## src/sv/cfrc_pkg.sv

```systemverilog
// ----------------------------------------------------------------------------
// cfrc_pkg: shared definitions for the column first-run centroid block
// Widths, phase codes, the column store entry and controller/datapath links.
// ----------------------------------------------------------------------------
package cfrc_pkg;

    localparam int MAX_COLS  = 2048;
    localparam int MAX_ROWS  = 2048;
    localparam int FRAC_BITS = 8;

    localparam int COL_W  = $clog2(MAX_COLS);
    localparam int ROW_W  = $clog2(MAX_ROWS);
    localparam int DIM_W  = 12;
    localparam int SUM_W  = 22;
    localparam int LEN_W  = 12;
    localparam int POS_W  = 19;
    localparam int DIVD_W = SUM_W + FRAC_BITS;
    localparam int CNT_W  = $clog2(DIVD_W);
    localparam int IDX_W  = 1;

    localparam logic [DIM_W-1:0] COLS_RESET = DIM_W'(640);
    localparam logic [DIM_W-1:0] ROWS_RESET = DIM_W'(480);
    localparam logic [DIM_W-1:0] COLS_MAX   = DIM_W'(MAX_COLS);
    localparam logic [DIM_W-1:0] ROWS_MAX   = DIM_W'(MAX_ROWS);

    // register indexes
    localparam logic [IDX_W-1:0] REG_COLS = 1'b0;
    localparam logic [IDX_W-1:0] REG_ROWS = 1'b1;

    // column phase codes
    localparam logic [1:0] PH_IDLE = 2'd0;
    localparam logic [1:0] PH_RUN  = 2'd1;
    localparam logic [1:0] PH_DONE = 2'd2;

    typedef struct packed {
        logic [1:0]       phase;
        logic [SUM_W-1:0] sum;
        logic [LEN_W-1:0] len;
    } t_entry;

    typedef struct packed {
        logic load;
        logic calc;
        logic div_step;
    } t_cmd;

    typedef struct packed {
        logic emit;
        logic found;
        logic div_last;
    } t_sts;

endpackage

```

## src/sv/cfrc_ctrl.sv

```systemverilog
// ----------------------------------------------------------------------------
// cfrc_ctrl: sequencing controller
// Steps each pixel through store read and update, then through optional division and output when a result is due.
// ----------------------------------------------------------------------------
module cfrc_ctrl (
    input  logic            i_clk,
    input  logic            i_rst_n,
    input  logic            i_valid,
    output logic            o_ready,
    output logic            o_valid,
    input  logic            i_ready,
    input  cfrc_pkg::t_sts  i_sts,
    output cfrc_pkg::t_cmd  o_cmd
);

    localparam logic [1:0] S_IDLE = 2'd0;
    localparam logic [1:0] S_CALC = 2'd1;
    localparam logic [1:0] S_DIV  = 2'd2;
    localparam logic [1:0] S_OUT  = 2'd3;

    logic [1:0] r_state;
    logic [1:0] n_state;

    // next state
    always_comb begin
        n_state = r_state;
        unique case (r_state)
            S_IDLE: if (i_valid) n_state = S_CALC;
            S_CALC: begin
                if (i_sts.emit && i_sts.found) n_state = S_DIV;
                else if (i_sts.emit)           n_state = S_OUT;
                else                           n_state = S_IDLE;
            end
            S_DIV:  if (i_sts.div_last) n_state = S_OUT;
            S_OUT:  if (i_ready) n_state = S_IDLE;
            default: n_state = S_IDLE;
        endcase
    end

    always_ff @(posedge i_clk) begin
        if (!i_rst_n) r_state <= S_IDLE;
        else          r_state <= n_state;
    end

    // commands to the datapath
    assign o_ready       = (r_state == S_IDLE);
    assign o_valid       = (r_state == S_OUT);
    assign o_cmd.load    = (r_state == S_IDLE) && i_valid;
    assign o_cmd.calc    = (r_state == S_CALC);
    assign o_cmd.div_step = (r_state == S_DIV);

    a_excl: assert property (@(posedge i_clk) disable iff (!i_rst_n)
        !(o_ready && o_valid)) else $error("ready and valid together");
    a_free: assert property (@(posedge i_clk) disable iff (!i_rst_n)
        (o_valid && i_ready) |=> o_ready) else $error("not free after transfer");
    a_calc: assert property (@(posedge i_clk) disable iff (!i_rst_n)
        o_cmd.load |=> o_cmd.calc) else $error("update did not follow load");

endmodule

```

## config.mk

```make
export PLATFORM = sky130hd
export DESIGN_NAME = cfrc_ctrl
export DESIGN_NICKNAME = d
export VERILOG_FILES = /design/src/sv/cfrc_pkg.sv /design/src/sv/cfrc_ctrl.sv
export SDC_FILE = /design/constraint.sdc
export NUM_CORES = 1
export LEC_CHECK = 0
export BUFFER_PORTS_ARGS = -buffer_cell sky130_fd_sc_hd__buf_2
export CORE_AREA = 2 2 39 41
export DETAILED_ROUTE_END_ITERATION = 10
export DIE_AREA = 0 0 41 43
export MAX_ROUTING_LAYER = met4
export PLACE_DENSITY_LB_ADDON = 0.25
export SETUP_SLACK_MARGIN = 0.02
export SYNTH_ARGS = -nofsm -noshare
export SYNTH_HDL_FRONTEND = slang
export SYNTH_SLANG_ARGS = --single-unit
```

## constraint.sdc

```tcl
create_clock -name i_clk -period 2.89 [get_ports i_clk]
set_clock_uncertainty 0.1 [all_clocks]
set_input_delay 0.1445 -clock i_clk [delete_from_list [all_inputs] [get_ports i_clk]]
set_output_delay 0.1445 -clock i_clk [all_outputs]
set_load 0.005 [all_outputs]
```

==> results by group <==
Yosys
  • Warnings from Yosys: 0
  • Synthesized instance count: 16
  • Seq cells post-synth: 2
  • Synthesized area per cell: 8.52 um2
  • Cell Area, Synth: 136 um2
  • Count of different cell masters after synthesis: 11
  • Seq/Total Area, Yosys: 29.4%
  • Synthesized Nets: 23

Die
  • Rows: 14
  • Full die area: 1760 um2
  • Die height: 43 um
  • Initial core utilization: 9.86%
  • Core area: 1380 um2
  • Die width: 41 um
  • IO Pins: 12

Global route
  • Total grt overflow: 0
  • Number of global-route vias before repair: 131
  • Pin count of the biggest net entering global routing: 9
  • First-pass GRT wire length: 496 um
  • Initial antenna violation count: 0
  • All-Layer GR Usage: 4.92%

STA
  • Endpoints failing hold: 0
  • Fmax: 778 MHz
  • Worst slew margin: 81.9%
  • Post-layout min period: 1290 ps
  • Hold Slack: 58.2 ps
  • Pins over their slew limit: 0
  • Final Cycle Share: 44.5%
  • Unrepaired setup endpoints after global routing: false
  • # setup viols final: 0
  • Setup_tns: 0 ps
  • Slew @ Worst Pin: 271 ps

Clock tree
  • Postcts setup bufs: 0
  • CTS buffer count: 3
  • Clock Path Buffers: 2
  • CTS tree: built
  • Reg clk slew, reported paths: 30 ps
  • Cts repair resizes: 0
  • # hold bufs at CTS: 0
  • Clk Latency, worst-skew pair: 220 ps
  • Sink Count: 2
  • CTS root buf: clkbuf_4
  • H-Tree Depth: 1

Pwr
  • Pleak: 0.110 nW
  • PnR Total Power: 122 uW
  • Internal power: 91.4 uW
  • Clk pwr share: 50.2%
  • Pwr per Cell Area: 520 nW/um2
  • Switching part of the total: 24.8%
  • Sw power: 30.2 uW
  • Logic pwr share: 20.6%
  • Seq pwr share: 29.1%
  • Max VDD drop: 121 uV

Critical path
  • Largest fanout on the critical path: 8
  • Worst Setup Start Kind: register
  • Arrival time worst endpoint: 1040 ps
  • Crit Path Category: register to output pin
  • Critical Path RT: 2650 ps
  • CP endpoint kind: output pin

Placement
  • Routability Congestion: 0.676
  • IO buf count: 11
  • Dpl hpwl: 281 um

Detailed routing
  • Via count: 160
  • Drt via density: 3.48
  • Initial drt markers: 3
  • # DRC: 0
  • Post-route ant nets: 0
  • 1st-pass router iterations: 2
  • DRT Wirelength: 348 um
  • Drt wl/cell: 7.57 um

Cells and area
  • Nets: 39
  • Area delta synth->final: 71.6%
  • N_diodes: 0
  • # fillers: 158
  • Share of cells above drive strength 1: 60.0%

Outcome
  • Status: finished clean

Job
  • Max-cap violations: 0

Worst hold path
  • Worst min path class: input pin to register
-- worst paths after layout --
kind,start,end,slack [ps],depth (start not counted)
setup / recovery,register,o_cmd[2],1600,3
hold / removal,i_rst_n,r_state[0],60,3
setup reg to reg,register,r_state[0],1720,3
hold reg to reg,r_state[0],r_state[0],420,1
-- metrics by stage --
stage	utilization (%)	cell area (um2)	cells	setup WS, ps
after detailed placement	15.3	211	43	1720
after global placement	15.3	211	43	1730
final	16.9	234	46	1600
after floorplan	-	136	16	1790
after global routing	16.9	234	46	1530
after CTS	16.9	234	46	1590
-- layer usage --
| layer | up-vias | share of wire (%) | wire, um | global-route usage (%) |
|---|---|---|---|---|
| li1 | 82 | - | - | - |
| met1 | 69 | 43 | 148 | 6.05 |
| met2 | 9 | 43 | 150 | 4.38 |
| met3 | 0 | 14 | 49 | 3.14 |
| met4 | 0 | 0 | 0 | 6.00 |
| met5 | - | 0 | 0 | - |
-- kinds of logic (layout without fill, tap and decap cells) --
group,count (synthesis),count (layout),share of synthesized area (%)
buffers and inverters,0,14,0
AO/OA/AOI/OAI,4,4,22.0
flip-flops,2,2,29.4
AND/OR/NAND/NOR,9,9,37.6
multiplexers,1,1,11.0
-- cell usage in the layout, fill, tap and decap left out, drive strengths merged --
cell type / n
clkbuf: 3
buf: 11
o21ai: 2
a22oi: 1
dfxtp: 2
and2: 2
mux2: 1
nand2: 2
nor2b: 4
a21oi: 1
nor2: 1
-- cells in the mapped netlist --
library cell	instances	area, um2
mux2_4	1	15.0
a22oi_1	1	7.51
nor2b_1	3	18.8
nor2b_2	1	8.76
and2_1	2	12.5
nand2_1	2	7.51
o21ai_2	1	8.76
nor2_1	1	3.75
a21oi_2	1	8.76
dfxtp_1	2	40.0
o21ai_0	1	5.00
-- worst max-delay path, cell delays in order, from the launching register on --
cell	delay, ps
dfxtp_1	460
nor2_1	80
and2_1	160
buf_2	120
-- power by group through the flow --
stage,logic [mW],registers (mW),clock network (mW)
2_1_floorplan,0.0140,0.0348,0
3_3_place_gp,0.0256,0.0361,0
3_5_place_dp,0.0255,0.0358,0
4_1_cts,0.0256,0.0354,0.0666
5_1_grt,0.0278,0.0363,0.0683
6_report,0.0251,0.0354,0.0611
-- final cells by class --
| type | instances | area, um2 | share of cell area (%) |
|---|---|---|---|
| Multi-Input combinational cell | 14 | 96.3 | 41.2 |
| Tap cell | 16 | 20.0 | 8.56 |
| Timing Repair Buffer | 11 | 55.1 | 23.5 |
| Clock buffer | 3 | 22.5 | 9.63 |
| Sequential cell | 2 | 40.0 | 17.1 |
Power figures use the tool's default switching activity.
